File: src/rtl/core/hcrt_pkg.sv
// Shared types and constants of the hop count route table.
package hcrt_pkg;

    localparam int ENTRIES = 16;
    localparam int IDX_W   = $clog2(ENTRIES);
    localparam int CNT_W   = $clog2(ENTRIES + 1);

    localparam int MODE_W    = 2;
    localparam int ADDR_W    = 32;
    localparam int MAC_W     = 48;
    localparam int HOPS_W    = 8;
    localparam int TIME_W    = 32;
    localparam int STATUS_W  = 2;
    localparam int TIMEOUT_W = 16;

    localparam logic [TIMEOUT_W-1:0] TIMEOUT_RESET = TIMEOUT_W'(30);

    typedef enum logic [MODE_W-1:0] {
        MODE_LOOKUP = 2'd0,
        MODE_UPDATE = 2'd1,
        MODE_STALE  = 2'd2
    } t_mode;

    typedef enum logic [STATUS_W-1:0] {
        ST_DONE    = 2'd0,
        ST_MISS    = 2'd1,
        ST_REMOVED = 2'd2,
        ST_FULL    = 2'd3
    } t_status;

    typedef struct packed {
        logic [ADDR_W-1:0] addr;
        logic [MAC_W-1:0]  gw_mac;
        logic [HOPS_W-1:0] hops;
        logic [TIME_W-1:0] stamp;
    } t_entry;

    localparam int ENTRY_W = $bits(t_entry);

    typedef struct packed {
        logic [MODE_W-1:0] mode;
        logic [ADDR_W-1:0] dest_address;
        logic [MAC_W-1:0]  new_next_hop;
        logic [HOPS_W-1:0] hop_count;
        logic [TIME_W-1:0] now_seconds;
    } t_item;

    typedef struct packed {
        logic              found;
        logic [MAC_W-1:0]  next_hop_out;
        logic [HOPS_W-1:0] hop_out;
        t_status           status;
    } t_result;

    typedef enum logic [5:0] {
        S_IDLE  = 6'b000001,
        S_READ  = 6'b000010,
        S_CMP   = 6'b000100,
        S_SH_RD = 6'b001000,
        S_SH_WR = 6'b010000,
        S_DONE  = 6'b100000
    } t_state;

endpackage

File: src/rtl/core/hcrt_if.sv
// Valid/ready channel interfaces for request and result beats.
interface hcrt_req_if;
    logic                     valid;
    logic                     ready;
    logic [hcrt_pkg::MODE_W-1:0] mode;
    logic [hcrt_pkg::ADDR_W-1:0] dest_address;
    logic [hcrt_pkg::MAC_W-1:0]  new_next_hop;
    logic [hcrt_pkg::HOPS_W-1:0] hop_count;
    logic [hcrt_pkg::TIME_W-1:0] now_seconds;

    modport source (output valid, mode, dest_address, new_next_hop, hop_count, now_seconds,
                    input ready);
    modport sink   (input valid, mode, dest_address, new_next_hop, hop_count, now_seconds,
                    output ready);
endinterface

interface hcrt_rsp_if;
    logic                          valid;
    logic                          ready;
    logic                          found;
    logic [hcrt_pkg::MAC_W-1:0]    next_hop_out;
    logic [hcrt_pkg::HOPS_W-1:0]   hop_out;
    logic [hcrt_pkg::STATUS_W-1:0] status;

    modport source (output valid, found, next_hop_out, hop_out, status, input ready);
    modport sink   (input valid, found, next_hop_out, hop_out, status, output ready);
endinterface

File: src/rtl/core/hop_count_route_table.sv
// Top level of the hop count route table: sequencer around one entry RAM.
//
// Usage: request beats arrive on i_item (mode, destination, offered next hop,
// offered hop count, current time); each gives exactly one result beat on
// o_result (found, next hop, hop count, status). The user writes the stale
// timeout via i_cfg_we / i_cfg_wdata only while idle; this is not enforced.
//
// Entries live packed from slot 0 in a single RAM with a registered read; a
// fill count marks how many slots are in use. An item is handled by a linear
// scan that reads and then compares each used slot in turn; a hit ends the
// scan, and a miss falls through after the last used slot. Removing a stale
// entry then moves every later entry forward one slot, each by a read and a
// write, and lowers the fill count. The scan goes through the one RAM port.
// One item is in flight at a time: i_item.ready is high only while the
// sequencer is idle.
//
// The result sits in an output register, so a new request beat is taken while
// the previous result waits; a stalled receiver holds the result steady and the
// sequencer waits before it overwrites it. Reset empties the table (fill count
// zero, no clearing pass needed) and loads a stale timeout of 30 seconds.
module hop_count_route_table (
    input  logic                            i_clk,
    input  logic                            i_rst_n,
    input  logic                            i_cfg_we,
    input  logic [hcrt_pkg::TIMEOUT_W-1:0]  i_cfg_wdata,
    hcrt_req_if.sink                        i_item,
    hcrt_rsp_if.source                      o_result
);
    import hcrt_pkg::*;

    t_state                r_state,   n_state;
    logic [CNT_W-1:0]      r_idx,     n_idx;
    logic [CNT_W-1:0]      r_count,   n_count;
    logic [TIMEOUT_W-1:0]  r_timeout;
    t_item                 r_item,    n_item;
    t_result               r_pend,    n_pend;
    logic                  r_out_valid, n_out_valid;
    t_result               r_out,     n_out;

    logic                  ram_we;
    logic [IDX_W-1:0]      ram_waddr;
    t_entry                ram_wdata;
    logic [IDX_W-1:0]      ram_raddr;
    logic [ENTRY_W-1:0]    ram_rdata;
    t_entry                rd_entry;
    logic [CNT_W-1:0]      idx_inc;
    logic [TIME_W:0]       stale_limit;

    hcrt_ram #(
        .WIDTH (ENTRY_W),
        .DEPTH (ENTRIES)
    ) u_entry_ram (
        .i_clk   (i_clk),
        .i_we    (ram_we),
        .i_waddr (ram_waddr),
        .i_wdata (ram_wdata),
        .i_raddr (ram_raddr),
        .o_rdata (ram_rdata)
    );

    assign rd_entry    = t_entry'(ram_rdata);
    assign idx_inc     = r_idx + CNT_W'(1);
    // Timestamp plus timeout carries into a spare bit so it never wraps.
    assign stale_limit = {1'b0, rd_entry.stamp} + (TIME_W + 1)'(r_timeout);

    assign i_item.ready = (r_state == S_IDLE);

    // The sequencer issues one RAM access at a time and never uses read data
    // of a slot written in the same cycle, so no forwarding path is needed.
    always_comb begin
        n_state     = r_state;
        n_idx       = r_idx;
        n_count     = r_count;
        n_item      = r_item;
        n_pend      = r_pend;
        n_out       = r_out;
        n_out_valid = r_out_valid;
        ram_we      = 1'b0;
        ram_waddr   = r_idx[IDX_W-1:0];
        ram_wdata   = rd_entry;
        ram_raddr   = r_idx[IDX_W-1:0];

        if (r_out_valid && o_result.ready) begin
            n_out_valid = 1'b0;
        end

        unique case (r_state)
            S_IDLE: begin
                if (i_item.valid) begin
                    n_item.mode         = i_item.mode;
                    n_item.dest_address = i_item.dest_address;
                    n_item.new_next_hop = i_item.new_next_hop;
                    n_item.hop_count    = i_item.hop_count;
                    n_item.now_seconds  = i_item.now_seconds;
                    n_idx               = '0;
                    n_state             = S_READ;
                end
            end
            S_READ: begin
                if (r_idx == r_count) begin
                    // Scanned every used slot without a match.
                    n_pend.found        = 1'b0;
                    n_pend.next_hop_out = '0;
                    n_pend.hop_out      = '0;
                    n_pend.status       = ST_MISS;
                    if (r_item.mode == MODE_UPDATE) begin
                        if (r_count < CNT_W'(ENTRIES)) begin
                            ram_we              = 1'b1;
                            ram_waddr           = r_count[IDX_W-1:0];
                            ram_wdata.addr      = r_item.dest_address;
                            ram_wdata.gw_mac    = r_item.new_next_hop;
                            ram_wdata.hops      = r_item.hop_count;
                            ram_wdata.stamp     = r_item.now_seconds;
                            n_count             = r_count + CNT_W'(1);
                            n_pend.next_hop_out = r_item.new_next_hop;
                            n_pend.hop_out      = r_item.hop_count;
                            n_pend.status       = ST_DONE;
                        end else begin
                            n_pend.status = ST_FULL;
                        end
                    end
                    n_state = S_DONE;
                end else begin
                    n_state = S_CMP;
                end
            end
            S_CMP: begin
                if (rd_entry.addr == r_item.dest_address) begin
                    n_pend.found        = 1'b1;
                    n_pend.next_hop_out = rd_entry.gw_mac;
                    n_pend.hop_out      = rd_entry.hops;
                    n_pend.status       = ST_DONE;
                    n_state             = S_DONE;
                    if (r_item.mode == MODE_UPDATE) begin
                        // Only a strictly better route replaces the entry.
                        if (r_item.hop_count < rd_entry.hops) begin
                            ram_we              = 1'b1;
                            ram_wdata.gw_mac    = r_item.new_next_hop;
                            ram_wdata.hops      = r_item.hop_count;
                            ram_wdata.stamp     = r_item.now_seconds;
                            n_pend.next_hop_out = r_item.new_next_hop;
                            n_pend.hop_out      = r_item.hop_count;
                        end
                    end else if (r_item.mode == MODE_STALE) begin
                        if ({1'b0, r_item.now_seconds} > stale_limit) begin
                            n_pend.status = ST_REMOVED;
                            n_state       = S_SH_RD;
                        end
                    end
                end else begin
                    n_idx   = idx_inc;
                    n_state = S_READ;
                end
            end
            S_SH_RD: begin
                // Move the following entry down into the current slot.
                if (idx_inc == r_count) begin
                    n_count = r_count - CNT_W'(1);
                    n_state = S_DONE;
                end else begin
                    ram_raddr = idx_inc[IDX_W-1:0];
                    n_state   = S_SH_WR;
                end
            end
            S_SH_WR: begin
                ram_we    = 1'b1;
                ram_wdata = rd_entry;
                n_idx     = idx_inc;
                n_state   = S_SH_RD;
            end
            S_DONE: begin
                if (!r_out_valid || o_result.ready) begin
                    n_out       = r_pend;
                    n_out_valid = 1'b1;
                    n_state     = S_IDLE;
                end
            end
            default: begin
                n_state = S_IDLE;
            end
        endcase
    end

    always_ff @(posedge i_clk) begin
        if (!i_rst_n) begin
            r_state     <= S_IDLE;
            r_idx       <= '0;
            r_count     <= '0;
            r_out_valid <= 1'b0;
            r_timeout   <= TIMEOUT_RESET;
        end else begin
            r_state     <= n_state;
            r_idx       <= n_idx;
            r_count     <= n_count;
            r_out_valid <= n_out_valid;
            if (i_cfg_we) begin
                r_timeout <= i_cfg_wdata;
            end
        end
    end

    always_ff @(posedge i_clk) begin
        r_item <= n_item;
        r_pend <= n_pend;
        r_out  <= n_out;
    end

    assign o_result.valid        = r_out_valid;
    assign o_result.found        = r_out.found;
    assign o_result.next_hop_out = r_out.next_hop_out;
    assign o_result.hop_out      = r_out.hop_out;
    assign o_result.status       = r_out.status;
endmodule

File: src/rtl/core/hcrt_ram.sv
// Generic simple dual-port RAM with one write port and a registered read port.
module hcrt_ram #(
    parameter int WIDTH = 8,
    parameter int DEPTH = 16
) (
    input  logic                     i_clk,
    input  logic                     i_we,
    input  logic [$clog2(DEPTH)-1:0] i_waddr,
    input  logic [WIDTH-1:0]         i_wdata,
    input  logic [$clog2(DEPTH)-1:0] i_raddr,
    output logic [WIDTH-1:0]         o_rdata
);
    logic [WIDTH-1:0] r_mem [DEPTH];
    logic [WIDTH-1:0] r_rdata;

    always_ff @(posedge i_clk) begin
        if (i_we) begin
            r_mem[i_waddr] <= i_wdata;
        end
        r_rdata <= r_mem[i_raddr];
    end

    assign o_rdata = r_rdata;
endmodule
File: src/flat_wrapper.sv
// flat-port wrapper written by rule: the top's interface ports become plain ports
module hop_count_route_table_flat import hcrt_pkg::*;
  (i_clk, i_rst_n, i_cfg_we, i_cfg_wdata, i_item_valid, i_item_mode, i_item_dest_address, i_item_new_next_hop, i_item_hop_count, i_item_now_seconds, i_item_ready, o_result_valid, o_result_found, o_result_next_hop_out, o_result_hop_out, o_result_status, o_result_ready);
  hcrt_req_if i_item_i ();
  hcrt_rsp_if o_result_i ();
  input  logic i_clk;
  input  logic i_rst_n;
  input  logic i_cfg_we;
  input  logic [hcrt_pkg::TIMEOUT_W-1:0] i_cfg_wdata;
  input wire logic [$bits(i_item_i.valid)-1:0] i_item_valid;
  input wire logic [$bits(i_item_i.mode)-1:0] i_item_mode;
  input wire logic [$bits(i_item_i.dest_address)-1:0] i_item_dest_address;
  input wire logic [$bits(i_item_i.new_next_hop)-1:0] i_item_new_next_hop;
  input wire logic [$bits(i_item_i.hop_count)-1:0] i_item_hop_count;
  input wire logic [$bits(i_item_i.now_seconds)-1:0] i_item_now_seconds;
  output wire logic [$bits(i_item_i.ready)-1:0] i_item_ready;
  output wire logic [$bits(o_result_i.valid)-1:0] o_result_valid;
  output wire logic [$bits(o_result_i.found)-1:0] o_result_found;
  output wire logic [$bits(o_result_i.next_hop_out)-1:0] o_result_next_hop_out;
  output wire logic [$bits(o_result_i.hop_out)-1:0] o_result_hop_out;
  output wire logic [$bits(o_result_i.status)-1:0] o_result_status;
  input wire logic [$bits(o_result_i.ready)-1:0] o_result_ready;
  assign i_item_i.valid = i_item_valid;
  assign i_item_i.mode = i_item_mode;
  assign i_item_i.dest_address = i_item_dest_address;
  assign i_item_i.new_next_hop = i_item_new_next_hop;
  assign i_item_i.hop_count = i_item_hop_count;
  assign i_item_i.now_seconds = i_item_now_seconds;
  assign i_item_ready = i_item_i.ready;
  assign o_result_valid = o_result_i.valid;
  assign o_result_found = o_result_i.found;
  assign o_result_next_hop_out = o_result_i.next_hop_out;
  assign o_result_hop_out = o_result_i.hop_out;
  assign o_result_status = o_result_i.status;
  assign o_result_i.ready = o_result_ready;
  hop_count_route_table u_core (.i_clk(i_clk), .i_rst_n(i_rst_n), .i_cfg_we(i_cfg_we), .i_cfg_wdata(i_cfg_wdata), .i_item(i_item_i), .o_result(o_result_i));
endmodule
File: config.mk
export PLATFORM = sky130hd
export DESIGN_NAME = hop_count_route_table_flat
export DESIGN_NICKNAME = d
export VERILOG_FILES = /design/src/rtl/core/hcrt_pkg.sv /design/src/rtl/core/hcrt_if.sv /design/src/rtl/core/hop_count_route_table.sv /design/src/rtl/core/hcrt_ram.sv /design/src/flat_wrapper.sv
export SDC_FILE = /design/constraint.sdc
export NUM_CORES = 2
export LEC_CHECK = 0
export BUFFER_PORTS_ARGS = -buffer_cell sky130_fd_sc_hd__buf_4
export CAP_MARGIN = 20
export CORE_ASPECT_RATIO = 2
export CORE_MARGIN = 2
export CORE_UTILIZATION = 55
export DETAILED_ROUTE_END_ITERATION = 10
export PLACE_DENSITY_LB_ADDON = 0.3
export SKIP_LAST_GASP = 1
export SLEW_MARGIN = 20
export SYNTH_ARGS = -nofsm -noshare
export SYNTH_HDL_FRONTEND = slang
export SYNTH_SLANG_ARGS = --single-unit
File: constraint.sdc
create_clock -name i_clk -period 21.5 [get_ports i_clk]
set_input_delay 5.375 -clock i_clk [delete_from_list [all_inputs] [get_ports i_clk]]
set_output_delay 5.375 -clock i_clk [all_outputs]
set_load 0.01 [all_outputs]
==> reports/qor.yml <==
rsz0062_at_grt: "no"
regToRegEndpoint: "u_core.u_entry_ram.o_rdata[27]$_DFF_P_"
power_uw: 9341
route.vias.total: 50850
timing.critical_path.slowest_cell_delay_ns: 0.40
route.detailed.drc: 0
number_of_buffers_inserted_to_repair_setup_after_cts: 0
leakagePower_uw: 0.03018
finalClockSkew_ns: 0.08941
hp-class: "flop to flop"
ir_worst_vdd_v: 0.00009039
setup_slack_ns: 13.93
worst_slew_pin_slew_ns: 1.196
cts_sinks: 2313
synth_seq_area_share_pct: 79.38
postSynth.asyncResetShare_pct: 0
number_of_drc_markers_in_iteration_0: 6621
grtUsageTotal_pct: 27.63
post-route-period-util_pct: 35.19
avgRoutedWirePerCell_um: 30.32
cp_startpoint_kind: "flop"
n_fill_cell: 10950
routed_antenna_nets: 0
worst_hold_slack_ns: 0.4154
fp.dieW_um: 282.9
finalHoldViolCount: 0
cts.clk_slew.worst_paths_ns: 0.07
mostFrequentLayoutCells: "sky130_fd_sc_hd__edfxtp_1 (2,160), sky130_fd_sc_hd__o22ai_1 (842), sky130_fd_sc_hd__buf_4 (289)"
run_status: "complete, no violations"
finalCriticalPeriod_ns: 7.566
netlist_area_pre_place_um2: 85570
via_count_of_the_first_global_routing_pass: 49870
detail_route.vias_per_cell: 6.847
dieArea_um2: 159000
final_core_utilization_pct: 61.87
ys_ff_latch: 2313
place_congestion: 0.8279
cts.root.buffer_cell: "sky130_fd_sc_hd__clkbuf_16"
layout-drive-gt1-share_pct: 12.20
maximum_number_of_pins_on_one_net_before_global_route_repair: 185
timing.setup.tns_ns: 0
grt_first_pass_wirelength_mm: 325.8
worst_ep_arrival_time_ns: 2.19
netlist-cell-type-count: 60
cts_tree: "done"
layout.cells.most_common: "sky130_fd_sc_hd__edfxtp_1"
port-buffer-count: 203
crit_fanout: 5
clock.fmax_ghz: 0.1322
crit_required_ns: 16.12
grt_overflow: 0
synth.net_count: 5275
synth_top_flop_cell: "sky130_fd_sc_hd__edfxtp_1"
critPathSlowestCell: "sky130_fd_sc_hd__or3_1"
net_count_final: 5413
synthesis.yosys.warnings: 0
grt_antenna_before_repair: 3
final_max_slew_viol_count: 0
drt_first_pass_iters: 6
cts.path.max_buffers: 4
rows: 204
areaGrowthSynthToFinish_pct: 11.65
clk_latency_ns: 0.85
worst-setup-path-type: "flop to output pin"
cts_inserted_buffers: 192
final-setup-viol-count: 0
totalWireLength_mm: 225.2
multi_input_comb_area_um2: 16400
clock_tree.htree_level_count: 4
reg2reg_setup_slack_ns: 14.24
die-height_um: 561.8
number_of_enable_flip_flop_cells_after_synthesis: 2160
place_hpwl_mm: 113.9
timing.max_slew.rel_slack_pct: 20.25
regToRegStartpoint: "u_core.r_idx[0]$_SDFFE_PN0P_"
worst_slack_at_placement_ns: 14.28
worstHoldEndpoint: "u_core.o_result.next_hop_out[38]$_DFFE_PP_"
max_cap_violations: 0
timing.critical_path.cells: "or2_2, or3_1, inv_1, buf_4"
worstHoldStart: "u_core.r_pend[48]$_DFFE_PP_"
regArea_um2: 67930
worst-r2r-cell-count: 12
cts_resizes: 0
syn-instance-count: 5071
syn_area_per_cell_um2: 16.88
holdBufCountCts: 0
initial_util_pct: 55.41
timing.hold.worst_path_depth: 0
floorplan.io_pins: 204
cellPowerDensity_nw_per_um2: 97.77
core-area_um2: 154400
critical_path.endpoint_type: "output pin"
[cells by family (layout without fill, tap and decap cells)]
| group | count (synthesis) | in the layout | share of synthesized area (%) |
|---|---|---|---|
| XOR/XNOR | 79 | 79 | 0.8261 |
| multiplexers | 54 | 54 | 0.6814 |
| other | 0 | 4 | 0 |
| flip-flops | 2313 | 2313 | 79.38 |
| AND/OR/NAND/NOR | 649 | 649 | 3.825 |
| adder cells (fa/ha/maj) | 61 | 61 | 0.9095 |
| buffers and inverters | 385 | 676 | 1.891 |
| AO/OA/AOI/OAI | 1530 | 1530 | 12.49 |
[worst max-delay path: cells and delay by family, from the launching register on]
kind                   cells  cell delay [ns]
AND/OR/NAND/NOR            2             0.74
flip-flops                 1             0.35
buffers and inverters      2             0.26
[power by group]
group / internal (uW) / switching (uW)
combinational: 219 / 496
sequential: 5120 / 66.6
clock: 1890 / 1540
total: 7230 / 2110
[worst max path at each step]
stage	startpoint	endpoint	slack, ns
floorplan	u_core.r_state[3]$_SDFFE_PN0P_	u_core.u_entry_ram.r_mem[0][0]$_DFFE_PP_	0.11
global placement	i_item_valid	u_core.r_item[20]$_DFFE_PP_	14.32
detailed placement	i_item_valid	u_core.r_item[26]$_DFFE_PP_	14.28
CTS	u_core.r_state[3]$_SDFFE_PN0P_	i_item_ready	13.90
global route	u_core.r_state[3]$_SDFFE_PN0P_	i_item_ready	13.82
finish	u_core.r_state[3]$_SDFFE_PN0P_	i_item_ready	13.93
[layout make-up]
cell class | instances | share of cell area (%)
flip-flops and latches | 2313 | 71.10
clock buffers | 252 | 5.454
clock inverters | 95 | 0.9547
diodes | 4 | 0.01048
well taps | 2060 | 2.698
repair buffers | 300 | 2.504
multi-input cells | 2373 | 17.17
inverters | 29 | 0.1152
[cell usage after synthesis, drive strengths merged, types with 9 or more instances]
cell type / count / area share, %
edfxtp: 2160 / 76
o22ai: 842 / 6.2
clkbuf: 252 / 1.1
nor3: 251 / 1.5
o221ai: 239 / 2.4
dfxtp: 153 / 3.6
nand2: 141 / 0.62
or3: 124 / 0.91
buf: 104 / 0.66
a22o: 89 / 0.91
o21a: 84 / 0.74
o32ai: 83 / 0.85
o21ai: 80 / 0.47
ha: 59 / 0.86
xor2: 54 / 0.55
nor2: 51 / 0.22
mux2: 34 / 0.45
a21oi: 32 / 0.19
inv: 28 / 0.12
a21o: 25 / 0.22
xnor2: 24 / 0.25
mux2i: 20 / 0.23
a211oi: 16 / 0.14
nor4: 14 / 0.10
nand3: 12 / 0.070
nand4: 12 / 0.088
nand2b: 11 / 0.080
and3: 9 / 0.066
[routing by layer]
| metal | vias up | GRT usage, % | wire, um |
|---|---|---|---|
| met5 | - | 0 | 8 |
| met4 | 2 | 11.14 | 9010 |
| met3 | 548 | 3.873 | 21830 |
| met2 | 3108 | 46.46 | 111300 |
| met1 | 25840 | 36.54 | 83030 |
| li1 | 21350 | - | - |
[state kept, by name, summed over array words and instances, names as in the netlist]
register,count
u_core.o_result.valid,1
u_core.r_count,5
u_core.u_entry_ram.o_rdata,120
u_core.o_result.hop_out,8
u_core.r_timeout,16
u_core.r_pend,59
u_core.u_entry_ram.r_mem,1920
u_core.r_item,122
u_core.r_state,6
u_core.r_idx,5
u_core.o_result.next_hop_out,48
u_core.o_result.found,1
u_core.o_result.status,2
[per-stage QoR]
step / instance area (um^2) / std cells
3_5_place_dp: 89370 / 7073
6_report: 95550 / 7426
4_1_cts: 95490 / 7420
2_1_floorplan: 85570 / 5071
3_3_place_gp: 89370 / 7073
5_1_grt: 95540 / 7423
Note: power is estimated with default switching activity, not from simulation.
